==> config.mk <==
export PLATFORM = sky130hd
export DESIGN_NAME = c_subset_lexical_scanner_core
export DESIGN_NICKNAME = d
export VERILOG_FILES = /design/src/design/csls_pkg.sv /design/src/design/c_subset_lexical_scanner_core.sv
export VERILOG_INCLUDE_DIRS = /design/src /design/src/design
export SDC_FILE = /design/constraint.sdc
export NUM_CORES = 1
export LEC_CHECK = 0
export BUFFER_PORTS_ARGS = -buffer_cell sky130_fd_sc_hd__buf_4
export CAP_MARGIN = 20
export CORE_UTILIZATION = 45
export DETAILED_ROUTE_END_ITERATION = 10
export GPL_ROUTABILITY_DRIVEN = 0
export SYNTH_ARGS = -nofsm -noshare
export SYNTH_HDL_FRONTEND = slang
export SYNTH_SLANG_ARGS = --single-unit
==> constraint.sdc <==
create_clock -name clk -period 6.1 [get_ports clk]
set_input_delay 1.22 -clock clk [delete_from_list [all_inputs] [get_ports clk]]
set_output_delay 1.22 -clock clk [all_outputs]
set_load 0.02 [all_outputs]
==> src/design/c_subset_lexical_scanner_core_assert.svh <==
// ---------------------------------------------------------------------------
// Assertion macros for the lexical scanner core
// Shared concurrent assertion forms, clocked on clk, disabled in reset.
// ---------------------------------------------------------------------------
`ifndef C_SUBSET_LEXICAL_SCANNER_CORE_ASSERT_SVH
`define C_SUBSET_LEXICAL_SCANNER_CORE_ASSERT_SVH

// condition holds at every edge out of reset
`define CSLS_ASSERT_ALWAYS(label, cond, msg) \
  label: assert property (@(posedge clk) disable iff (!rst_n) (cond)) \
    else $error(msg);

// antecedent at one edge implies consequent at the next
`define CSLS_ASSERT_NEXT(label, ante, cons, msg) \
  label: assert property (@(posedge clk) disable iff (!rst_n) (ante) |=> (cons)) \
    else $error(msg);

`endif

==> src/design/csls_pkg.sv <==
// ---------------------------------------------------------------------------
// csls_pkg
// Types, constants and character classes for the C subset lexical scanner.
// ---------------------------------------------------------------------------
package csls_pkg;

  localparam int COORD_WIDTH = 16;
  localparam int FIELD_WIDTH = 16;
  localparam int PREFIX_LEN  = 6;
  localparam int KW_COUNT    = 11;
  localparam int FIFO_AW     = 2;
  localparam int FIFO_DEPTH  = 1 << FIFO_AW;

  localparam logic [COORD_WIDTH-1:0] COORD_MAX = {COORD_WIDTH{1'b1}};

  localparam logic [1:0] KIND_KEYWORD = 2'd0;
  localparam logic [1:0] KIND_IDENT   = 2'd1;
  localparam logic [1:0] KIND_NUMBER  = 2'd2;
  localparam logic [1:0] KIND_SYMBOL  = 2'd3;

  localparam logic ACT_BYTE = 1'b0;
  localparam logic ACT_EOF  = 1'b1;

  localparam logic [7:0] CH_EQ      = 8'h3D;
  localparam logic [7:0] CH_LT      = 8'h3C;
  localparam logic [7:0] CH_GT      = 8'h3E;
  localparam logic [7:0] CH_PLUS    = 8'h2B;
  localparam logic [7:0] CH_MINUS   = 8'h2D;
  localparam logic [7:0] CH_SEMI    = 8'h3B;
  localparam logic [7:0] CH_COMMA   = 8'h2C;
  localparam logic [7:0] CH_LPAREN  = 8'h28;
  localparam logic [7:0] CH_RPAREN  = 8'h29;
  localparam logic [7:0] CH_LBRACE  = 8'h7B;
  localparam logic [7:0] CH_RBRACE  = 8'h7D;
  localparam logic [7:0] CH_NEWLINE = 8'h0A;
  localparam logic [7:0] CH_UNDER   = 8'h5F;

  // first character in the top byte, zero padded on the right
  localparam logic [8*PREFIX_LEN-1:0] KW_TEXT [KW_COUNT] = '{
    {"int", 24'h0}, {"float", 8'h0}, "double", {"char", 16'h0},
    {"if", 32'h0}, {"else", 16'h0}, {"while", 8'h0}, {"for", 24'h0},
    "return", {"void", 16'h0}, {"main", 16'h0}
  };

  localparam logic [2:0] KW_LEN [KW_COUNT] = '{
    3'd3, 3'd5, 3'd6, 3'd4, 3'd2, 3'd4, 3'd5, 3'd3, 3'd6, 3'd4, 3'd4
  };

  typedef struct packed {
    logic [1:0]             token_kind;
    logic [3:0]             keyword_index;
    logic [7:0]             symbol_first;
    logic [7:0]             symbol_second;
    logic [FIELD_WIDTH-1:0] line_number;
    logic [FIELD_WIDTH-1:0] start_column;
    logic                   last_of_run;
  } token_t;

  function automatic logic is_letter(input logic [7:0] b);
    return (b >= 8'h61 && b <= 8'h7A) || (b >= 8'h41 && b <= 8'h5A) || b == CH_UNDER;
  endfunction

  function automatic logic is_digit(input logic [7:0] b);
    return b >= 8'h30 && b <= 8'h39;
  endfunction

  function automatic logic is_single_symbol(input logic [7:0] b);
    return b == CH_PLUS || b == CH_MINUS || b == CH_SEMI || b == CH_COMMA ||
           b == CH_LPAREN || b == CH_RPAREN || b == CH_LBRACE || b == CH_RBRACE;
  endfunction

  function automatic logic [COORD_WIDTH-1:0] sat_inc(input logic [COORD_WIDTH-1:0] v);
    return (v == COORD_MAX) ? v : v + 1'b1;
  endfunction

endpackage

==> src/design/c_subset_lexical_scanner_core.sv <==
// ---------------------------------------------------------------------------
// c_subset_lexical_scanner_core
// Byte-serial tokenizer for a small C subset with line and column tracking.
//
// Accepts one source byte (or an end-of-input word) per cycle and emits
// tokens with the line and column of their first character. Each byte is
// classified and the scanner state updated in the cycle it is accepted; the
// resulting tokens, at most two per byte, go into a four-entry output queue
// and show on the output from the next cycle on. in_ready stays high while
// at least two queue entries are free. A byte that yields two tokens always
// leaves the scanner idle, so a consumer that takes one token per cycle never
// stalls the input and the block sustains one input word per clock; a slower
// consumer stalls the input whenever three or more tokens wait.
// ---------------------------------------------------------------------------
`include "c_subset_lexical_scanner_core_assert.svh"

module c_subset_lexical_scanner_core (
  input  logic        clk,
  input  logic        rst_n,
  input  logic        in_valid,
  output logic        in_ready,
  input  logic        in_action,
  input  logic [7:0]  in_text_byte,
  output logic        out_valid,
  input  logic        out_ready,
  output logic [1:0]  out_token_kind,
  output logic [3:0]  out_keyword_index,
  output logic [7:0]  out_symbol_first,
  output logic [7:0]  out_symbol_second,
  output logic [15:0] out_line_number,
  output logic [15:0] out_start_column,
  output logic        out_last_of_run
);

  localparam int CW    = csls_pkg::COORD_WIDTH;
  localparam int FW    = csls_pkg::FIELD_WIDTH;
  localparam int AW    = csls_pkg::FIFO_AW;
  localparam int CNT_W = AW + 1;

  typedef enum logic [1:0] {
    MODE_IDLE,
    MODE_NAME,
    MODE_NUM,
    MODE_OP
  } mode_t;

  mode_t               mode_r, mode_nxt;
  logic [7:0]          pend_r, pend_nxt;
  logic [CW-1:0]       line_r, line_nxt;
  logic [CW-1:0]       col_r, col_nxt;
  logic [CW-1:0]       tstart_r, tstart_nxt;
  logic [7:0]          prefix_r [csls_pkg::PREFIX_LEN];
  logic [7:0]          prefix_nxt [csls_pkg::PREFIX_LEN];
  logic [2:0]          len_r, len_nxt;

  csls_pkg::token_t    fifo_r [csls_pkg::FIFO_DEPTH];
  logic [AW-1:0]       wr_ptr_r, rd_ptr_r;
  logic [CNT_W-1:0]    count_r;

  logic                accept, pop;
  logic                r0_v, r1_v;
  csls_pkg::token_t    r0, r1, flush_tok, first_tok;
  logic [CW-1:0]       col_inc;
  logic [8*csls_pkg::PREFIX_LEN-1:0] prefix_flat;
  logic                kw_hit;
  logic [3:0]          kw_idx;
  logic [1:0]          push_n;
  logic [7:0]          b;

  assign accept   = in_valid && in_ready;
  assign pop      = out_valid && out_ready;
  assign in_ready = count_r <= CNT_W'(csls_pkg::FIFO_DEPTH - 2);
  assign b        = in_text_byte;
  assign col_inc  = csls_pkg::sat_inc(col_r);

  always_comb begin
    prefix_flat = '0;
    for (int i = 0; i < csls_pkg::PREFIX_LEN; i++) begin
      prefix_flat[8*(csls_pkg::PREFIX_LEN-1-i) +: 8] = prefix_r[i];
    end
    kw_hit = 1'b0;
    kw_idx = '0;
    for (int k = csls_pkg::KW_COUNT - 1; k >= 0; k--) begin
      if (len_r == csls_pkg::KW_LEN[k] && prefix_flat == csls_pkg::KW_TEXT[k]) begin
        kw_hit = 1'b1;
        kw_idx = 4'(k);
      end
    end
  end

  always_comb begin
    flush_tok               = '0;
    flush_tok.line_number   = FW'(line_r);
    flush_tok.start_column  = FW'(tstart_r);
    unique case (mode_r)
      MODE_NAME: begin
        flush_tok.token_kind    = kw_hit ? csls_pkg::KIND_KEYWORD : csls_pkg::KIND_IDENT;
        flush_tok.keyword_index = kw_hit ? kw_idx : 4'd0;
      end
      MODE_NUM: flush_tok.token_kind = csls_pkg::KIND_NUMBER;
      MODE_OP: begin
        flush_tok.token_kind   = csls_pkg::KIND_SYMBOL;
        flush_tok.symbol_first = pend_r;
      end
      default: flush_tok.token_kind = csls_pkg::KIND_IDENT;
    endcase
  end

  always_comb begin
    mode_nxt   = mode_r;
    pend_nxt   = pend_r;
    line_nxt   = line_r;
    col_nxt    = col_r;
    tstart_nxt = tstart_r;
    prefix_nxt = prefix_r;
    len_nxt    = len_r;
    r0_v       = 1'b0;
    r1_v       = 1'b0;
    r0         = flush_tok;
    r1         = '0;
    r1.token_kind   = csls_pkg::KIND_SYMBOL;
    r1.symbol_first = b;
    r1.line_number  = FW'(line_r);
    r1.start_column = FW'(col_inc);
    r1.last_of_run  = 1'b1;

    if (in_action == csls_pkg::ACT_EOF) begin
      r0_v     = (mode_r != MODE_IDLE);
      mode_nxt = MODE_IDLE;
      pend_nxt = '0;
    end else begin
      col_nxt = col_inc;
      if (mode_r == MODE_NAME && (csls_pkg::is_letter(b) || csls_pkg::is_digit(b))) begin
        if (len_r < 3'(csls_pkg::PREFIX_LEN)) begin
          prefix_nxt[len_r] = b;
        end
        if (len_r != 3'd7) begin
          len_nxt = len_r + 3'd1;
        end
      end else if (mode_r == MODE_NUM && csls_pkg::is_digit(b)) begin
        mode_nxt = MODE_NUM;
      end else if (mode_r == MODE_OP && b == csls_pkg::CH_EQ) begin
        r0_v             = 1'b1;
        r0.symbol_second = csls_pkg::CH_EQ;
        mode_nxt         = MODE_IDLE;
        pend_nxt         = '0;
      end else begin
        r0_v     = (mode_r != MODE_IDLE);
        mode_nxt = MODE_IDLE;
        pend_nxt = '0;
        if (b == csls_pkg::CH_NEWLINE) begin
          line_nxt = csls_pkg::sat_inc(line_r);
          col_nxt  = '0;
        end else if (csls_pkg::is_letter(b)) begin
          mode_nxt   = MODE_NAME;
          tstart_nxt = col_inc;
          for (int i = 0; i < csls_pkg::PREFIX_LEN; i++) begin
            prefix_nxt[i] = '0;
          end
          prefix_nxt[0] = b;
          len_nxt       = 3'd1;
        end else if (csls_pkg::is_digit(b)) begin
          mode_nxt   = MODE_NUM;
          tstart_nxt = col_inc;
        end else if (b == csls_pkg::CH_EQ || b == csls_pkg::CH_LT || b == csls_pkg::CH_GT) begin
          mode_nxt   = MODE_OP;
          pend_nxt   = b;
          tstart_nxt = col_inc;
        end else if (csls_pkg::is_single_symbol(b)) begin
          r1_v = 1'b1;
        end
      end
    end
    r0.last_of_run = !r1_v;
    first_tok      = r0_v ? r0 : r1;
    push_n         = {1'b0, r0_v} + {1'b0, r1_v};
  end

  always_ff @(posedge clk) begin
    if (!rst_n) begin
      mode_r   <= MODE_IDLE;
      pend_r   <= '0;
      line_r   <= CW'(1);
      col_r    <= '0;
      tstart_r <= '0;
      len_r    <= '0;
      for (int i = 0; i < csls_pkg::PREFIX_LEN; i++) begin
        prefix_r[i] <= '0;
      end
      wr_ptr_r <= '0;
      rd_ptr_r <= '0;
      count_r  <= '0;
    end else begin
      if (accept) begin
        mode_r   <= mode_nxt;
        pend_r   <= pend_nxt;
        line_r   <= line_nxt;
        col_r    <= col_nxt;
        tstart_r <= tstart_nxt;
        prefix_r <= prefix_nxt;
        len_r    <= len_nxt;
        if (push_n != 2'd0) begin
          fifo_r[wr_ptr_r] <= first_tok;
        end
        if (push_n == 2'd2) begin
          fifo_r[wr_ptr_r + 1'b1] <= r1;
        end
        wr_ptr_r <= wr_ptr_r + AW'(push_n);
      end
      if (pop) begin
        rd_ptr_r <= rd_ptr_r + 1'b1;
      end
      count_r <= count_r + (accept ? CNT_W'(push_n) : CNT_W'(0)) - CNT_W'(pop);
    end
  end

  assign out_valid         = count_r != '0;
  assign out_token_kind    = fifo_r[rd_ptr_r].token_kind;
  assign out_keyword_index = fifo_r[rd_ptr_r].keyword_index;
  assign out_symbol_first  = fifo_r[rd_ptr_r].symbol_first;
  assign out_symbol_second = fifo_r[rd_ptr_r].symbol_second;
  assign out_line_number   = fifo_r[rd_ptr_r].line_number;
  assign out_start_column  = fifo_r[rd_ptr_r].start_column;
  assign out_last_of_run   = fifo_r[rd_ptr_r].last_of_run;

  `CSLS_ASSERT_ALWAYS(a_count_bound, count_r <= CNT_W'(csls_pkg::FIFO_DEPTH), "queue overfilled")
  `CSLS_ASSERT_NEXT(a_double_push, accept && r0_v && r1_v && !pop, count_r == $past(count_r) + 2, "two-token push lost an entry")
  `CSLS_ASSERT_ALWAYS(a_line_nonzero, line_r != '0, "line counter reached zero")
  `CSLS_ASSERT_ALWAYS(a_op_pending, mode_r != MODE_OP || pend_r == csls_pkg::CH_EQ || pend_r == csls_pkg::CH_LT || pend_r == csls_pkg::CH_GT, "bad pending operator")
  `CSLS_ASSERT_ALWAYS(a_idle_clear, mode_r != MODE_IDLE || pend_r == '0, "pending operator left while idle")

endmodule
# == After elaboration in Yosys (flattened, before gate mapping) ==
# Memories as Yosys holds them, arrays and structs flattened. A register that Yosys moved wholly into a read port is not among the register bits.
# Index checks and enable logic that the tools add are counted.
# word_totals
regBits,116
ram_bits,220
in_bits,13
wordCells,225
mem_count,1
# mem_list
name,depth,width,read_ports,rd_clocked_by_memory_dff,write_ports,line_no,text
fifo_r,4,55,1,1,2,c_subset_lexical_scanner_core.sv:56,csls_pkg::token_t fifo_r [csls_pkg::FIFO_DEPTH];
# classes
n_addsub,9
magnitude_cmp,10
n_eq_ne,43
n_mux,95
bitwise_logic,7
reduce_logical,45
# ops
operator,n
48-bit by 47-bit == test with 1-bit output (second input constant),11
48-bit two-way mux,6
16-bit two-way mux,8
8-bit two-way mux,10
8-bit by 6-bit == test with 1-bit output (second input constant),9
55-bit two-way mux,1
4-bit two-way mux,13
48-bit bitwise mux,1
1-bit two-way mux,33
16-bit by 1-bit adder with 16-bit output (second input constant),2
16-bit == test (second input constant),2
7-bit AND reduction,4
8-bit demux with 3-bit select,1
8-bit by 7-bit == test with 1-bit output (second input constant),3
6-bit two-way mux,4
2-bit two-way mux,11
1-bit logical AND,20
3-bit two-way mux,6
8-bit by 7-bit >= comparator with 1-bit output (second input constant),2
8-bit by 7-bit less-or-equal comparator with 1-bit output (second input constant),2
1-bit logical OR,12
2-bit inequality test (second input constant),5
3-bit == test (second input constant),3
8-bit by 4-bit == test with 1-bit output (second input constant),1
25 further kinds,39

# == Logic depth before layout (Yosys ltp) ==
# Gate-level depths: netlist of run 1.
# depth
word_depth,23
mapped_depth,16

# == Worst setup path before layout of run 1 ==
# Ideal clock, no wire load.
# synth_timing
kind,input-to-reg
from,in in_text_byte[2]
to,mem fifo_r[0][10] in the netlist's numbering (enable)
setup_time_ps,417
arrival_time_ps,5074
t_required_ps,5683
path_slack_ps,609
cell_stages,13
path_buffers,4
cell_sequence,clkbuf_1 and4b_1 nor3_1 o21ai_0 o2bb2ai_2 buf_2 clkbuf_1 ha_1 nand4b_1 nor3_1 nor2_1 inv_1 clkbuf_1
# synth_rtl
element,line_no,text
start: declaration,c_subset_lexical_scanner_core.sv:23,"input logic [7:0] in_text_byte,"
end: declaration,c_subset_lexical_scanner_core.sv:56,

==> results of run 1 <==
layout make-up:
type	instances	area, sq um	area share [%]
well taps	442	553	3.24
repair buffers	93	756	4.43
flip-flops and latches	310	7810	45.8
inverters	28	105	0.616
clock buffers	51	1050	6.15
clock inverters	13	163	0.953
multi-input cells	946	6630	38.8
cell families after synthesis:
logic type / share of synthesized area [%]
fa+ha+maj: 1.39
buf+inv: 3.30
mux: 8.95
other cells: 0.0251
compound gates: 12.9
xor+xnor: 1.64
flops: 52.4
simple gates: 19.4
state kept, by name, indices dropped and copies added (netlist names), named ones only:
name,cells
fifo_r,192
prefix_flat,48
col_r,16
line_r,16
tstart_r,16
pend_r,8
count_r,3
len_r,3
mode_r,2
rd_ptr_r,2
wr_ptr_r,2
metal layers:
metal / track usage (%) / wire length [microns]
met5: 0 / 0
met4: 8.23 / 1170
met3: 3.53 / 1970
met2: 37.9 / 18200
met1: 31.0 / 17300
Yosys cell counts, types with 27 or more instances:
library cell	n	area [sq um]
clkbuf_1	67	251
nand3_1	38	190
o21ai_0	95	475
mux4_2	48	1080
nor2_1	63	236
and2_1	83	519
edfxtp_1	160	4800
inv_1	27	101
nor2b_1	27	169
a22o_1	50	438
nor4_1	27	169
a21oi_1	36	180
nand2_1	153	574
dfxtp_1	150	3000
per-stage QoR:
step / hold slack, ns / util (%) / total power [uW] / cells / worst slack, ns
after floorplan: 0.420 / - / 2950 / 1377 / 0.609
after CTS: 0.455 / 52.2 / 5500 / 1880 / 1.80
after global routing: 0.464 / 52.4 / 5660 / 1883 / 1.53
after global placement: 0.434 / 48.5 / 3310 / 1816 / 1.35
final: 0.454 / 52.4 / 5460 / 1883 / 1.84
after detailed placement: 0.441 / 48.5 / 3320 / 1816 / 1.26
power by group through the flow:
stage / clock (uW) / combinational (uW) / sequential (uW)
after floorplan: 0 / 676 / 2280
after CTS: 2220 / 916 / 2360
after global placement: 0 / 909 / 2400
after global routing: 2300 / 1030 / 2320
final: 2180 / 972 / 2310
after detailed placement: 0 / 912 / 2400
path summary, 6_finish.rpt:
check | to
min reg2reg | pend_r[2]
max | fifo_r[0][7]
max reg2reg | prefix_flat[12]
min | pend_r[2]
==> flow_summary_export.csv, run 1 <==
group,metric,value,unit
status,outcome,"complete, no violations",
logic_synthesis,synthFlopType,"edfxtp_1",
power_and_ir_drop,p_seq_share,42.2,%
cells_and_area,area_growth,14.4,%
global_route,grt_pass1_wl,60.5,mm
cts,clk_latency,0.52,ns
cells_and_area,postLayoutCellArea,17100,sq um
logic_synthesis,syn_avg_cell_area,10.8,sq um
die,dieWidth,184,microns
route,vias,11000,
cells_and_area,fillers,2901,
die,ios,70,
logic_synthesis,synth_seq_cells,310,
power_and_ir_drop,p_int,4010,uW
critical_path,path_cells,"buf_4, or4b_1, a21oi_1, nand2_1, a21oi_1, inv_1, ha_1, nand4b_1, nor3_1, nor2_1, buf_4, inv_2, buf_4",
timing,fin_tns_setup,0,ns
critical_path,critPathSlowestCell,"or4b_1",
cts,root_buffer,"clkbuf_16",
timing,worstMarginPinSlew,0.978,ns
run,drv_cap,0,
timing,setup_viol,0,
route,drt-initial-drc-count,1057,
die,die-area,33900,sq um
power_and_ir_drop,swShare,26.5,%
global_route,grt_antenna_before_repair,0,
power_and_ir_drop,p_sw,1450,uW
critical_path,path_depth,13,
logic_synthesis,syn-instance-count,1375,
critical_path,r2r_cells,7,
cts,clockBufferDepth,3,
logic_synthesis,synth_warnings,0,
global_route,grt_max_degree,79,
place,dpl_cell_area,15800,sq um
critical_path,critPathMaxStageDelay,0.57,ns
cts,cts_tree,"built",
critical_path,crit_required,6.28,ns
route,first_pass_iters,5,
die,die_h,184,microns
timing,fin_crit_sh,69.8,%
cts,cts_hold_buf,0,
critical_path,startpoint,"in_text_byte[4]",
cts,cts_num_sinks,310,
place,numPortBuffers,66,
logic_synthesis,synth_edf_count,160,
logic_synthesis,syn-cell-area,14900,sq um
power_and_ir_drop,ir_drop,0.217,mV
die,core-area,32500,sq um
timing,fmax,235,MHz
cells_and_area,n_antenna_cell,0,
cells_and_area,drive_gt1_share,15.2,%
cts,cts_made_buffers,35,
route,routedWlPerCell,20.6,microns
power_and_ir_drop,p_clk_share,39.9,%
min_path,hp-start,"pend_r[2]",
global_route,grt_usage,23.1,%
critical_path,cp.buffers_inverters,5,
critical_path,cp_max_fo,18,
timing,fin_worst_skew,0.0139,ns
route,final_antenna_net_count,0,
cts,cts_resized,0,
route,wl,38.7,mm
cts,cts_setup_buffers,0,
global_route,first_global_vias,10700,
route,drt-vias-per-instance,5.87,
timing,hold_violations,0,
min_path,min_path_cells,1,
critical_path,r2r_setup_slack,2.41,ns
timing,drv_slew,0,
critical_path,reg2reg_from,"count_r[1]",
logic_synthesis,synth-async-reset-ratio,0,%
min_path,hold_class,"reg2reg",
die,rows,66,
cts,cts_max_level,2,
die,initial_core_util,45.8,%
global_route,overflow,0,
critical_path,cp-start-kind,"input pin",
timing,fin_crit,4.26,ns
power_and_ir_drop,power.leakage,0.00613,uW
cells_and_area,layout_common_cells,"160 x edfxtp_1, 151 x nand2_1, 148 x dfxtp_1, 95 x o21ai_0, 89 x buf_4",
critical_path,worstSetupPathType,"in2reg",
place,place_hpwl,26.1,mm
timing,rsz0062_at_grt,"false",
critical_path,cp_common_cell,"buf_4",
cts,clkTransAtPathRegs,0.06,ns
cells_and_area,fin_nets,1443,
critical_path,crit_family,"simple AND/OR/NAND/NOR gates",
power_and_ir_drop,combPwrFrac,17.8,%
logic_synthesis,ys_seq_area_share,52.4,%
logic_synthesis,synth.distinct_cells,70,
power_and_ir_drop,powerDensity,320,nW/um^2
critical_path,cp-end-kind,"flop",
cells_and_area,mostFrequentLayoutCell,"edfxtp_1",
timing,max_slew_margin,34.8,%
critical_path,worstPathArrival,4.44,ns
route,drc,0,
Note: power is estimated with default switching activity, not from simulation.
==> run 2: changes to the inputs <==
ABC_AREA = 1   (was default)
clock period = 3.5 ns   (was 6.1 ns; I/O delays follow)
==> flow_summary_export.csv, run 2 <==
group,metric,value,unit
status,outcome,"complete, no violations",
cts,cts_tree,"built",
power_and_ir_drop,power.leakage,0.00665,uW
cells_and_area,final_cells,2480,
place,pre_cts_ws,0.0218,ns
critical_path,cp-end-kind,"output port",
logic_synthesis,synth_commonest_cells,"339 x nor2_1, 298 x nand2_1, 169 x inv_1",
power_and_ir_drop,ir_drop,0.336,mV
logic_synthesis,ys_seq_area_share,50.7,%
critical_path,cp-start-kind,"flop",
logic_synthesis,syn-cell-area,15400,sq um
route,vias,14100,
logic_synthesis,synthFlopType,"edfxtp_1",
timing,fmax,313,MHz
cells_and_area,fillers,3239,
cts,clkTransAtPathRegs,0.06,ns
die,rows,67,
cells_and_area,regMostFlops,"fifo_r",
cells_and_area,n_antenna_cell,0,
global_route,first_global_vias,13000,
cells_and_area,largest_register_ffs,192,
logic_synthesis,syn_avg_cell_area,7.98,sq um
timing,max_slew_margin,32.7,%
timing,setup_viol,0,
logic_synthesis,syn-instance-count,1930,
cells_and_area,drive_gt1_share,11.7,%
cells_and_area,multi_input_area,6580,sq um
cts,cts_made_buffers,35,
cells_and_area,fin_nets,2036,
timing,fin_crit,3.19,ns
cts,cts_resized,0,
cts,cts_setup_buffers,0,
cts,cts_num_sinks,310,
global_route,grt_usage,27.2,%
die,core-area,33600,sq um
run,drv_cap,0,
cells_and_area,area_growth,15.9,%
place,place_hpwl,32.0,mm
route,wl,47.6,mm
cts,cts_max_level,2,
power_and_ir_drop,combPwrFrac,22.5,%
cts,clk_latency,0.52,ns
cts,cts_hold_buf,0,
timing,fin_crit_sh,91.2,%
cells_and_area,layout.area.seq,7810,sq um
logic_synthesis,synth_largest_area_cell,"edfxtp_1",
timing,worst_slack,0.306,ns
cells_and_area,mostFrequentLayoutCell,"nor2_1",
logic_synthesis,yosysMostFrequentCell,"nor2_1",
timing,worstMarginPinSlew,1.01,ns
die,die-area,35000,sq um
critical_path,cp_max_fo,96,
power_and_ir_drop,p_seq_share,40.7,%
global_route,grt_antenna_before_repair,0,
logic_synthesis,synth-async-reset-ratio,0,%
timing,drv_slew,0,
power_and_ir_drop,p_int,6680,uW
cts,root_buffer,"clkbuf_16",
cells_and_area,layout_common_cells,"333 x nor2_1, 296 x nand2_1, 164 x o21ai_0, 161 x inv_1, 160 x edfxtp_1",
route,drt-vias-per-instance,5.69,
route,first_pass_iters,6,
power_and_ir_drop,p_clk_share,36.8,%
global_route,grt_pass1_wl,74.6,mm
route,final_antenna_net_count,0,
timing,hold_violations,0,
critical_path,crit_required,2.80,ns
critical_path,worstPathArrival,2.49,ns
global_route,overflow,0,
logic_synthesis,yosysTopAreaCellShare,31.2,%
logic_synthesis,synth_edf_count,160,
logic_synthesis,synth_area_leaders,"edfxtp_1 31%, dfxtp_1 19%, nor2_1 8.3%, nand2_1 7.3%, o22ai_1 5.8%",
cells_and_area,fin_util,53.1,%
logic_synthesis,synth.distinct_cells,43,
place,dp_cells,2417,
power_and_ir_drop,powerDensity,540,nW/um^2
die,ios,70,
place,numPortBuffers,66,
route,drc,0,
power_and_ir_drop,swShare,30.8,%
die,die_h,187,microns
timing,fin_worst_skew,0.0218,ns
min_path,hold_class,"reg2reg",
timing,rsz0062_at_grt,"false",
global_route,grt_max_degree,97,
route,drt-initial-drc-count,1691,
die,dieWidth,187,microns
route,routedWlPerCell,19.2,microns
logic_synthesis,synth_seq_cells,310,
critical_path,worstSetupPathType,"reg2out",
die,initial_core_util,45.8,%
logic_synthesis,synth_warnings,0,
timing,fin_tns_setup,0,ns
power_and_ir_drop,p_sw,2970,uW
cts,clockBufferDepth,3,
-- run 2: cell types whose count changed in the layout (fill, tap and decap cells not counted), moves of 22 or more --
cell / change
nor2b_1: -27
and2_1: -83
buf_4: +35
inv_1: +135
a22o_1: -50
mux4_2: -48
nor2_1: +270
a21oi_1: +72
nand3_1: +79
nand2_1: +145
o22ai_1: +121
mux2i_1: -22
o21ai_0: +69
-- run 2: final timing paths --
kind,from,end,slack (ns),cells after the start
worst max-delay path,flop,out_symbol_first[2],0.31,4
worst min-delay path,prefix_flat[39],prefix_flat[39],0.44,2
worst max register to register,mode_r[1],count_r[2],0.64,13
worst min register to register,prefix_flat[39],prefix_flat[39],0.44,2
-- run 2: metrics by stage --
step / total power (uW) / hold WS [ns] / cell area [sq um]
floorplan: 5320 / 0.419 / 15500
global placement: 6160 / 0.432 / 16700
detailed placement: 6170 / 0.436 / 16700
CTS: 9720 / 0.445 / 17900
global route: 10100 / 0.472 / 17900
finish: 9650 / 0.441 / 17900
-- run 2: worst max-delay path: stages (launching register included) --
cell	delay, ns
dfxtp_2	0.36
buf_4	0.74
o21ai_0	0.22
o22ai_1	0.36
buf_4	0.21
-- run 2: routing by layer --
| layer | vias to the layer above | track usage [%] | part of all wire [%] |
|---|---|---|---|
| met5 | - | 0 | 0 |
| li1 | 6787 | - | - |
| met2 | 579 | 41.6 | 44 |
| met1 | 6674 | 40.4 | 46 |
| met3 | 66 | 3.96 | 8.0 |
| met4 | 0 | 6.12 | 1.7 |
-- run 2: power by group through the flow --
stage / combinational [uW] / sequential [uW] / clock, uW
detailed placement: 2160 / 4010 / 0
finish: 2170 / 3930 / 3550
floorplan: 1340 / 3980 / 0
CTS: 2170 / 3930 / 3620
global placement: 2150 / 4000 / 0
global route: 2360 / 3930 / 3770
-- run 2: layout make-up --
class | count | share of cell area, %
flip-flops and latches | 310 | 43.7
multi-input cells | 1347 | 36.8
inverters | 180 | 3.88
well taps | 448 | 3.14
clock buffers | 47 | 5.56
repair buffers | 133 | 6.22
clock inverters | 15 | 0.672
-- run 2: logic make-up (layout without fill, tap and decap cells) --
| group | after synthesis | after routing | synth area share (%) |
|---|---|---|---|
| compound gates | 448 | 448 | 16.2 |
| buf+inv | 275 | 375 | 7.17 |
| flops | 310 | 310 | 50.7 |
| xor+xnor | 14 | 14 | 0.796 |
| other cells | 1 | 3 | 0.0243 |
| simple gates | 866 | 866 | 23.8 |
| fa+ha+maj | 16 | 16 | 1.35 |
